[src/rtl/rbol_pkg.sv]
// Shared types and constants for the ring buffer offset lookup block.
// Used by the controller, the datapath and the top level. No dependencies.
package rbol_pkg;

  localparam int HANDLE_W = 32;
  localparam int SIZE_W   = 16;
  localparam int OFFS_W   = 20;
  localparam int SLOT_W   = 4;

  localparam logic OP_ADD  = 1'b0;
  localparam logic OP_FIND = 1'b1;

  typedef enum logic [1:0] {
    ST_IDLE,
    ST_ADD,
    ST_WALK,
    ST_RESP
  } state_t;

  typedef struct packed {
    logic [HANDLE_W-1:0] handle;
    logic [SIZE_W-1:0]   size;
  } entry_t;

  // controller -> datapath
  typedef struct packed {
    logic load;
    logic add_commit;
    logic step;
    logic cap_hit;
    logic cap_miss;
    logic out_load;
  } cmd_t;

  // datapath -> controller
  typedef struct packed {
    logic is_null;
    logic is_hit;
    logic is_last;
    logic out_free;
  } stat_t;

endpackage

[src/rtl/rbol_ram.sv]
// Generic single-write, single-read RAM with registered read data.
// No dependencies.
module rbol_ram #(
  parameter int WIDTH = 48,
  parameter int DEPTH = 16
) (
  input  logic                     clk,
  input  logic                     we,
  input  logic [$clog2(DEPTH)-1:0] waddr,
  input  logic [WIDTH-1:0]         wdata,
  input  logic [$clog2(DEPTH)-1:0] raddr,
  output logic [WIDTH-1:0]         rdata
);

  logic [WIDTH-1:0] mem [DEPTH];

  always_ff @(posedge clk) begin
    if (we) begin
      mem[waddr] <= wdata;
    end
    rdata <= mem[raddr];
  end

endmodule

[src/rtl/rbol_ctrl.sv]
// Controller state machine for the ring buffer offset lookup.
// Depends on rbol_pkg; drives datapath commands from its status.
module rbol_ctrl (
  input  logic           clk,
  input  logic           rst_n,
  input  logic           in_valid,
  input  logic           in_operation,
  output logic           in_stall,
  input  rbol_pkg::stat_t stat,
  output rbol_pkg::cmd_t  cmd
);

  rbol_pkg::state_t state_r, state_nxt;

  always_ff @(posedge clk) begin
    if (!rst_n) begin
      state_r <= rbol_pkg::ST_IDLE;
    end else begin
      state_r <= state_nxt;
    end
  end

  always_comb begin
    state_nxt = state_r;
    cmd       = '0;
    in_stall  = 1'b1;
    unique case (state_r)
      rbol_pkg::ST_IDLE: begin
        in_stall = 1'b0;
        if (in_valid) begin
          cmd.load  = 1'b1;
          state_nxt = (in_operation == rbol_pkg::OP_FIND) ? rbol_pkg::ST_WALK
                                                           : rbol_pkg::ST_ADD;
        end
      end
      rbol_pkg::ST_ADD: begin
        cmd.add_commit = 1'b1;
        state_nxt      = rbol_pkg::ST_RESP;
      end
      rbol_pkg::ST_WALK: begin
        // null entry ends the walk before any length test
        if (stat.is_null) begin
          cmd.cap_miss = 1'b1;
          state_nxt    = rbol_pkg::ST_RESP;
        end else if (stat.is_hit) begin
          cmd.cap_hit = 1'b1;
          state_nxt   = rbol_pkg::ST_RESP;
        end else if (stat.is_last) begin
          cmd.cap_miss = 1'b1;
          state_nxt    = rbol_pkg::ST_RESP;
        end else begin
          cmd.step = 1'b1;
        end
      end
      rbol_pkg::ST_RESP: begin
        if (stat.out_free) begin
          cmd.out_load = 1'b1;
          state_nxt    = rbol_pkg::ST_IDLE;
        end
      end
      default: begin
        state_nxt = rbol_pkg::ST_IDLE;
      end
    endcase
  end

endmodule

[src/rtl/rbol_dp.sv]
// Datapath: ring indices, descriptor RAM with valid bits, walk accumulator,
// result and output registers. Depends on rbol_pkg and rbol_ram.
module rbol_dp #(
  parameter int RING_DEPTH = 16
) (
  input  logic                            clk,
  input  logic                            rst_n,
  input  rbol_pkg::cmd_t                  cmd,
  output rbol_pkg::stat_t                 stat,
  input  logic                            in_operation,
  input  logic [rbol_pkg::HANDLE_W-1:0]   in_entry_handle,
  input  logic [rbol_pkg::SIZE_W-1:0]     in_entry_size,
  input  logic [rbol_pkg::OFFS_W-1:0]     in_lookup_offset,
  output logic                            out_valid,
  input  logic                            out_stall,
  output logic                            out_hit,
  output logic [rbol_pkg::SLOT_W-1:0]     out_slot,
  output logic [rbol_pkg::HANDLE_W-1:0]   out_found_handle,
  output logic [rbol_pkg::SIZE_W-1:0]     out_found_size,
  output logic [rbol_pkg::SIZE_W-1:0]     out_byte_offset,
  output logic                            out_evicted,
  output logic [rbol_pkg::HANDLE_W-1:0]   out_evicted_handle
);

  localparam int IDX_W   = $clog2(RING_DEPTH);
  localparam int ENTRY_W = rbol_pkg::HANDLE_W + rbol_pkg::SIZE_W;
  localparam logic [IDX_W-1:0] IDX_LAST = IDX_W'(RING_DEPTH - 1);

  logic [IDX_W-1:0] wr_idx_r, rd_idx_r, pos_r, cnt_r;
  logic [IDX_W-1:0] wr_inc, rd_inc, pos_inc, rd_idx_nxt, pos_nxt;
  logic             full_r;
  logic [RING_DEPTH-1:0] vld_r;
  logic             rd_vld_r;

  logic [rbol_pkg::OFFS_W-1:0]   offs_r, total_r;
  logic [rbol_pkg::OFFS_W:0]     sum;
  logic [rbol_pkg::HANDLE_W-1:0] add_handle_r;
  logic [rbol_pkg::SIZE_W-1:0]   add_size_r;

  rbol_pkg::entry_t              rdata, wdata;
  logic [rbol_pkg::HANDLE_W-1:0] cur_handle;
  logic [rbol_pkg::SIZE_W-1:0]   cur_len;

  logic                          res_hit_r, res_evicted_r;
  logic [rbol_pkg::SLOT_W-1:0]   res_slot_r;
  logic [rbol_pkg::HANDLE_W-1:0] res_fh_r, res_eh_r;
  logic [rbol_pkg::SIZE_W-1:0]   res_fs_r, res_bo_r;
  logic                          out_valid_r;

  assign wr_inc  = (wr_idx_r == IDX_LAST) ? '0 : wr_idx_r + IDX_W'(1);
  assign rd_inc  = (rd_idx_r == IDX_LAST) ? '0 : rd_idx_r + IDX_W'(1);
  assign pos_inc = (pos_r == IDX_LAST) ? '0 : pos_r + IDX_W'(1);
  assign rd_idx_nxt = full_r ? rd_inc : rd_idx_r;

  // RAM is addressed with the next walk position so its data lines up with pos_r
  always_comb begin
    pos_nxt = pos_r;
    if (cmd.load) begin
      pos_nxt = (in_operation == rbol_pkg::OP_FIND) ? rd_idx_r : wr_idx_r;
    end else if (cmd.step) begin
      pos_nxt = pos_inc;
    end
  end

  assign wdata.handle = add_handle_r;
  assign wdata.size   = add_size_r;

  rbol_ram #(
    .WIDTH (ENTRY_W),
    .DEPTH (RING_DEPTH)
  ) u_ram (
    .clk   (clk),
    .we    (cmd.add_commit),
    .waddr (wr_idx_r),
    .wdata (wdata),
    .raddr (pos_nxt),
    .rdata (rdata)
  );

  // never-written slots read as null / zero length
  assign cur_handle = rd_vld_r ? rdata.handle : '0;
  assign cur_len    = rd_vld_r ? rdata.size : '0;
  assign sum        = {1'b0, total_r} + (rbol_pkg::OFFS_W + 1)'(cur_len);

  assign stat.is_null  = (cur_handle == '0);
  assign stat.is_hit   = (sum > {1'b0, offs_r});
  assign stat.is_last  = (cnt_r == IDX_LAST);
  assign stat.out_free = !out_valid_r || !out_stall;

  always_ff @(posedge clk) begin
    if (!rst_n) begin
      wr_idx_r    <= '0;
      rd_idx_r    <= '0;
      full_r      <= 1'b0;
      vld_r       <= '0;
      rd_vld_r    <= 1'b0;
      pos_r       <= '0;
      cnt_r       <= '0;
      out_valid_r <= 1'b0;
    end else begin
      pos_r    <= pos_nxt;
      rd_vld_r <= vld_r[pos_nxt];
      if (cmd.load) begin
        cnt_r <= '0;
      end else if (cmd.step) begin
        cnt_r <= cnt_r + IDX_W'(1);
      end
      if (cmd.add_commit) begin
        vld_r[wr_idx_r] <= 1'b1;
        wr_idx_r        <= wr_inc;
        rd_idx_r        <= rd_idx_nxt;
        full_r          <= (wr_inc == rd_idx_nxt);
      end
      if (cmd.out_load) begin
        out_valid_r <= 1'b1;
      end else if (!out_stall) begin
        out_valid_r <= 1'b0;
      end
    end
  end

  always_ff @(posedge clk) begin
    if (cmd.load) begin
      offs_r       <= in_lookup_offset;
      total_r      <= '0;
      add_handle_r <= in_entry_handle;
      add_size_r   <= in_entry_size;
    end else if (cmd.step) begin
      total_r <= sum[rbol_pkg::OFFS_W-1:0];
    end

    if (cmd.add_commit) begin
      res_hit_r     <= 1'b0;
      res_slot_r    <= '0;
      res_fh_r      <= '0;
      res_fs_r      <= '0;
      res_bo_r      <= '0;
      res_evicted_r <= full_r;
      res_eh_r      <= full_r ? cur_handle : '0;
    end else if (cmd.cap_hit) begin
      res_hit_r     <= 1'b1;
      res_slot_r    <= rbol_pkg::SLOT_W'(pos_r);
      res_fh_r      <= cur_handle;
      res_fs_r      <= cur_len;
      res_bo_r      <= rbol_pkg::SIZE_W'(offs_r - total_r);
      res_evicted_r <= 1'b0;
      res_eh_r      <= '0;
    end else if (cmd.cap_miss) begin
      res_hit_r     <= 1'b0;
      res_slot_r    <= '0;
      res_fh_r      <= '0;
      res_fs_r      <= '0;
      res_bo_r      <= '0;
      res_evicted_r <= 1'b0;
      res_eh_r      <= '0;
    end

    if (cmd.out_load) begin
      out_hit            <= res_hit_r;
      out_slot           <= res_slot_r;
      out_found_handle   <= res_fh_r;
      out_found_size     <= res_fs_r;
      out_byte_offset    <= res_bo_r;
      out_evicted        <= res_evicted_r;
      out_evicted_handle <= res_eh_r;
    end
  end

  assign out_valid = out_valid_r;

endmodule

[src/rtl/ring_buffer_offset_lookup.sv]
// Ring buffer of entry descriptors with byte-offset lookup.
// Input channel (in_*): operation 0 adds {entry_handle, entry_size} at the
//   write index, overwriting the oldest entry when the ring is full;
//   operation 1 finds the entry that holds byte lookup_offset of the entries
//   concatenated from oldest to newest, up to the first null handle.
// Result channel (out_*): one item per input item; find fields are zero on
//   an add, eviction fields are zero on a find, all find fields zero on miss.
// Both channels: item moves on a clock edge with valid high and stall low.
// Sequence: an add passes through ST_ADD and ST_RESP after acceptance; a find
//   walks k = 1..RING_DEPTH slots, one slot per cycle through the single
//   read port of the descriptor RAM, then passes through ST_RESP. One item is
//   in work at a time.
// If the receiver stalls, the result holds in the output register; the block
//   takes one more item, works it, and holds its result until the output
//   register frees, stalling the input meanwhile.
// Reset (rst_n low, synchronous) empties the ring: indices go to zero and
//   per-slot valid bits clear, so every slot reads as a null entry.
module ring_buffer_offset_lookup #(
  parameter int RING_DEPTH = 16
) (
  input  logic                          clk,
  input  logic                          rst_n,
  input  logic                          in_valid,
  output logic                          in_stall,
  input  logic                          in_operation,
  input  logic [rbol_pkg::HANDLE_W-1:0] in_entry_handle,
  input  logic [rbol_pkg::SIZE_W-1:0]   in_entry_size,
  input  logic [rbol_pkg::OFFS_W-1:0]   in_lookup_offset,
  output logic                          out_valid,
  input  logic                          out_stall,
  output logic                          out_hit,
  output logic [rbol_pkg::SLOT_W-1:0]   out_slot,
  output logic [rbol_pkg::HANDLE_W-1:0] out_found_handle,
  output logic [rbol_pkg::SIZE_W-1:0]   out_found_size,
  output logic [rbol_pkg::SIZE_W-1:0]   out_byte_offset,
  output logic                          out_evicted,
  output logic [rbol_pkg::HANDLE_W-1:0] out_evicted_handle
);

  rbol_pkg::cmd_t  cmd;
  rbol_pkg::stat_t stat;

  rbol_ctrl u_ctrl (
    .clk          (clk),
    .rst_n        (rst_n),
    .in_valid     (in_valid),
    .in_operation (in_operation),
    .in_stall     (in_stall),
    .stat         (stat),
    .cmd          (cmd)
  );

  rbol_dp #(
    .RING_DEPTH (RING_DEPTH)
  ) u_dp (
    .clk                (clk),
    .rst_n              (rst_n),
    .cmd                (cmd),
    .stat               (stat),
    .in_operation       (in_operation),
    .in_entry_handle    (in_entry_handle),
    .in_entry_size      (in_entry_size),
    .in_lookup_offset   (in_lookup_offset),
    .out_valid          (out_valid),
    .out_stall          (out_stall),
    .out_hit            (out_hit),
    .out_slot           (out_slot),
    .out_found_handle   (out_found_handle),
    .out_found_size     (out_found_size),
    .out_byte_offset    (out_byte_offset),
    .out_evicted        (out_evicted),
    .out_evicted_handle (out_evicted_handle)
  );

endmodule

[config.mk]
export PLATFORM = sky130hd
export DESIGN_NAME = ring_buffer_offset_lookup
export DESIGN_NICKNAME = d
export VERILOG_FILES = /design/src/rtl/rbol_pkg.sv /design/src/rtl/rbol_ram.sv /design/src/rtl/rbol_ctrl.sv /design/src/rtl/rbol_dp.sv /design/src/rtl/ring_buffer_offset_lookup.sv
export SDC_FILE = /design/constraint.sdc
export NUM_CORES = 1
export LEC_CHECK = 0
export BUFFER_PORTS_ARGS = -buffer_cell sky130_fd_sc_hd__buf_2
export CORE_ASPECT_RATIO = 0.9
export CORE_UTILIZATION = 45
export DETAILED_ROUTE_END_ITERATION = 10
export PLACE_DENSITY = 0.64
export SLEW_MARGIN = 20
export SYNTH_ARGS = -nofsm -noshare
export SYNTH_HDL_FRONTEND = slang
export SYNTH_SLANG_ARGS = --single-unit
[constraint.sdc]
create_clock -name clk -period 8.4 [get_ports clk]
set_input_delay 0.42 -clock clk [delete_from_list [all_inputs] [get_ports clk]]
set_output_delay 0.42 -clock clk [all_outputs]
set_load 0.02 [all_outputs]
# == Word level (Yosys, flattened, before mapping) ==
# Memory sizes are Yosys's and may differ from the RTL's. A register that Yosys moved wholly into a read port is not among the register bits.
# Cells that the tools add are included.
# word_totals
output_inout_bits,104
mem_count,1
reg_bits,329
ram_bits,768
word_cells,114
latchBits,0
input_bits,73
rom_bits,0
# memory_table
name,depth,width,read_ports,rd_ports_with_merged_regs,wr,line,rtl
u_dp.u_ram.mem,16,48,1,1,1,rbol_ram.sv:15,logic [WIDTH-1:0] mem [DEPTH];
# classes
add_sub_neg,6
mux,52
multipliers,0
eq_ne,12
n_reduce_logical,10
bitwise_logic,2
magnitude_cmp,4
shifts,0
div_mod_pow,0
# ops
cell,n
$mux W32,6
$mux W16,4
$mux W4,9
$logic_not A32 Y1,1
$mux W1,22
$add A20 B16 Y21,1
$gt A21 B20 Y1,1
$add A4 B1 Y4 const B,4
$eq A4 B4 Y1 const B,4
$or A16 B16 Y16,1
$sub A16 B16 Y16,1
$mux W2,7
$lt A4 B5 Y1 const B,2
$pmux W2 S4,1
$bmux W1 S4,1
$demux W1 S4,1
$eq A2 B2 Y1 const B,2
$eq A4 B4 Y1,1
$ge A4 B1 Y1 const B,1
$ne A2 B2 Y1 const B,2
$ne A4 B4 Y1 const B,1
$mux W3,1
$reduce_and A3 Y1,1
$reduce_bool A3 Y1,1
9 further kinds,10

# == Logic depth before layout (Yosys ltp) ==
# depth
ltp_word,10
depth_mapped,30
depth_no_buf,26

# == By module ==
# A second synthesis with hierarchy kept.
# unflattened
hier_cells,2261
hier_area_um2,42944.9
# by_module_without_submodules
module,instances,seq_area_each_um2,area_each_um2,cells_each
rbol_ram,1,24023.0,29691.0,1242
rbol_dp,1,8578.2,13008.7,992
rbol_ctrl,1,40.0,245.2,27

# == Worst setup path after synthesis ==
# Ideal clock, no wire load.
# synth_path
path_type,register to register
start,register u_ctrl.state_r[1]
end,register u_dp.out_byte_offset[0] (netlist name) (enable)
required_ns,7.683
period_less_slack_ns,8.639
arrival_ns,7.922
setup_time_ns,0.717
stages_incl_launch_ff,3
setup_slack_ns,-0.239
cell_sequence,dfxtp_1 > ha_1 > a21boi_0
# synth_rtl
element,line,rtl
start: declaration,rbol_ctrl.sv:13,"rbol_pkg::state_t state_r, state_nxt;"
start signal: assignment,rbol_ctrl.sv:17,state_r <= rbol_pkg::ST_IDLE;
start signal: assignment,rbol_ctrl.sv:19,state_r <= state_nxt;
end signal: assignment,rbol_dp.sv:163,out_byte_offset <= res_bo_r;
end: declaration,rbol_dp.sv:20,"output logic [rbol_pkg::SIZE_W-1:0] out_byte_offset,"

# == Final worst setup path ==
# layout_path
start,register u_dp.rd_vld_r
end,"register u_dp.u_ram.rdata[10], read port of u_dp.u_ram.mem"
# layout_via
elab_chain_cells,8
# layout_lines
element,line,rtl
start: declaration,rbol_dp.sv:33,logic rd_vld_r;
start signal: assignment,rbol_dp.sv:102,rd_vld_r <= vld_r[pos_nxt];
$mux W16,rbol_dp.sv:82,assign cur_len = rd_vld_r ? rdata.size : '0;
$add A20 B16 Y21,rbol_dp.sv:83,"assign sum = {1'b0, total_r} + (rbol_pkg::OFFS_W + 1)'(cur_len);"
"net u_dp.sum, one bit",rbol_dp.sv:36,logic [rbol_pkg::OFFS_W:0] sum;
$gt A21 B20 Y1,rbol_dp.sv:86,"assign stat.is_hit = (sum > {1'b0, offs_r});"
$mux W1,rbol_ctrl.sv:45,end else if (stat.is_hit) begin
$mux W2,rbol_ctrl.sv:42,if (stat.is_null) begin
$mux W3,rbol_ctrl.sv:27,unique case (state_r)
$mux W4,rbol_dp.sv:60,end else if (cmd.step) begin
$mux W4,rbol_dp.sv:58,if (cmd.load) begin
end: declaration,rbol_ram.sv:12,output logic [WIDTH-1:0] rdata
# The timed path passes the listed nets, and every way through them passes these cells.
# A chain may end at the register's enable or synchronous reset.

==> reports/results.ini <==
[clock_tree]
cts.path.max_buffers=3
cts_hold_buf=68
cts_tree=done
clk-insertion-delay-late_ns=0.70
cts.clk_slew.worst_paths_ns=0.06
clockRootBuffer=clkbuf_16
h-tree-depth=3
clkSinkCount=1145
cts_setup_buffers=0
cts_resized=0
cts_made_buffers=113

[synth]
synth_edf_count=971
synthCells=3002
synth-main-ff-cell=edfxtp_1
synthSimpleGateAreaFrac=0.0721
syn_area_um2=44000
synth_seq_cells=1145
synth_compound_area_frac=0.109
synthAdderAreaFrac=0.0188
async_flop_share=0
synth_xor_area_frac=0.00856
syn_area_per_cell_um2=14.7
ys_types=67
synth_top_family_by_area=compound AO/OA/AOI/OAI gates
ys_seq_area_frac=0.742
synth_nets=3140
synth_warnings=0
muxShareOfSynthArea=0.0237

[setup_path]
cp_common_cell=o21ai_0
path_buf_inv=2
r2r_start=u_dp.rd_vld_r$_SDFF_PN0_
r2r-end=u_dp.u_ram.rdata[10]$_DFF_P_
cp-end-kind=flip-flop
worstSetupPathType=reg -> reg
cpMaxStageDelayCell=and3_4
crit_arrival_ns=7.80
cpLargestDelayFamily=compound AO/OA/AOI/OAI gates
worstPathRequired_ns=9.03
worstRegToRegCells=26
rrSetupSlack_ns=1.23
critPathMaxFanout=85
crit_path_start_kind=flip-flop
critPathLaunch=u_dp.rd_vld_r$_SDFF_PN0_
worst_path_largest_cell_delay_ns=1.00

[timing]
fmax_mhz=139
finalMaxSlewViolations=0
skew_ns=0.0348
max_slew_margin=0.252
setup_viol=0
layout_min_cycle_time_ns=7.17
post-route-period-util=0.853
tightestPinTransition_ns=1.12
finalSetupTns_ns=0
hold_violations=0
rsz0062_at_grt=false

[floorplanning]
placementRows=108
die_h_um=299
die_area_um2=99000
ios=177
die_w_um=332
core_um2=96600
start_util=0.455

[drt]
detail_route.vias_per_cell=5.54
num_vias=25400
routedWlPerCell_um=22.0
ant_nets=0
dr.first_iter.drc_count=2704
first_pass_iters=6
routed_wl_mm=101
drcViolationCount=0

[grt]
antenna_found_initial=8
grtUsageTotal=0.202
grt_max_degree=112
grt_pass1_vias=24500
grt_pass1_wl_mm=152
grt.overflow.total=0

[placed_design]
portBuffers=176
gp_congestion=0.806
post-dp-hpwl_mm=53.4

[finish]
fin_util=0.523
syn_to_final_growth_pct=14.9
final_nets=3357
mostFrequentLayoutCells=edfxtp_1 (971), nand2_1 (513), a21oi_1 (239), buf_2 (176), dfxtp_1 (174)
final_common_cell=edfxtp_1
nFillCells=7824
drive_above_1_share=0.137

[hold_path]
min_to=u_dp.out_valid$_SDFFE_PN0P_
worstHoldPathType=in -> reg
hold-path-cell-count=3
hp-start=out_stall

[outcome]
status=complete, no violations

[pwr]
power.leakage_uw=0.0178
power.density_nw_per_um2=315
peakVddDrop_mv=0.194

[flow_run]
drv_cap=0

where the power goes:
part	total, µW	switching [µW]	internal [µW]	leakage, µW
Clock	5090	2130	2960	0.00186
Combinational	3520	2350	1170	0.00563
Sequential	7310	510	6800	0.0103
routing by layer:
| layer | GRT usage | share of wire | up-vias |
|---|---|---|---|
| met5 | 0 | 0 | - |
| met4 | 0.0532 | 0.020 | 0 |
| met3 | 0.0289 | 0.064 | 139 |
| met2 | 0.307 | 0.44 | 833 |
| met1 | 0.305 | 0.47 | 12600 |
| li1 | - | - | 11800 |
worst register-to-register path, cell delays in order (launching register included):
cell and delay, ns:
dfxtp_1 0.67, and2_1 0.26, ha_1 0.20, inv_1 0.07
fa_1 0.42, nor2b_1 0.19, o31ai_1 0.12, a21oi_1 0.25
o21ai_0 0.14, a21boi_0 0.25, o21ai_0 0.12, nand2b_1 0.08
a21oi_1 0.12, nor2_1 0.14, xor2_1 0.16, ha_1 0.28
a2111oi_2 0.30, o21ai_1 0.13, o41ai_2 0.50, o21ai_2 0.20
o21ai_0 0.39, and3_4 1.00, buf_12 0.49, nand2_1 0.16
a221oi_1 0.33, nor2_1 0.10, nand2_1 0.06
stage by stage:
step | hold WS (ns) | area, µm² | std cells | power, µW | worst slack [ns]
after floorplan | 0.400 | 44000 | 3002 | 9800 | 2.43
after global routing | 0.0810 | 50500 | 4585 | 16600 | 0.594
after global placement | 0.400 | 46100 | 4301 | 10900 | 1.56
after detailed placement | 0.405 | 46100 | 4301 | 10900 | 1.33
final | 0.110 | 50500 | 4585 | 15900 | 1.23
after CTS | 0.0637 | 50500 | 4584 | 16000 | 1.23
flip-flops by register name, indices dropped and copies added (netlist names), 20 cells and up:
signal and cells:
u_dp.out_found_handle 32, u_dp.out_evicted_handle 32, u_dp.total_r 20, u_dp.res_eh_r 32, u_dp.u_ram.mem 768, u_dp.res_fh_r 32
u_dp.u_ram.rdata 48, u_dp.offs_r 20, u_dp.add_handle_r 32
cells in the mapped netlist, drive strengths merged, types with 3 or more instances:
master    n  area, µm²
o21a     21        158
a21oi   240       1200
nor2     89        334
nor4      9       62.6
xor2     13        114
a32oi    94        823
nor2b     8       50.1
edfxtp  971      29200
clkbuf   90        338
a21o     14        105
nor3      7       35.0
a22o     53        464
nand4    11       68.8
o21bai    3       22.5
and3      5       31.3
nand2   515       1940
o21ai    34        174
a221oi   95       1020
o31ai     7       52.6
o211ai    7       52.6
dfxtp   174       3480
a31o      3       26.3
and2     72        450
a22oi    50        375
inv      60        225
o211a     5       50.1
xnor2    30        263
mux2i   102       1020
nand3    20        100
a31oi    10       83.8
or4       5       41.3
ha       63        788
a21boi    8       60.1
buf      85        542
worst max path at each step:
stage / endpoint / slack (ns) / cells after the start
after global placement: u_dp.u_ram.rdata[13]$_DFF_P_ / 1.56 / 26
final: u_dp.u_ram.rdata[10]$_DFF_P_ / 1.23 / 26
after floorplan: u_dp.out_byte_offset[0]$_DFFE_PP_ / 2.43 / 2
after detailed placement: u_dp.u_ram.rdata[15]$_DFF_P_ / 1.33 / 26
after global routing: u_dp.u_ram.rdata[10]$_DFF_P_ / 0.59 / 26
after CTS: u_dp.u_ram.rdata[10]$_DFF_P_ / 1.23 / 26
cell families after synthesis:
group | after synthesis
flip-flops | 1145
AND/OR/NAND/NOR | 750
AO/OA/AOI/OAI | 659
buffers and inverters | 236
multiplexers | 104
adder cells (fa/ha/maj) | 65
XOR/XNOR | 43
area by class of cell:
cell class / count / area, µm² / share of cell area
Inverter: 61 / 231 / 0.00458
Timing Repair Buffer: 277 / 1930 / 0.0383
Sequential cell: 1145 / 32600 / 0.646
Tap cell: 1265 / 1580 / 0.0313
Clock buffer: 151 / 3130 / 0.0619
Antenna cell: 1 / 2.50 / 0.0000495
Clock inverter: 64 / 662 / 0.0131
Multi-Input combinational cell: 1621 / 10300 / 0.205
(Power assumes the default switching activity.)
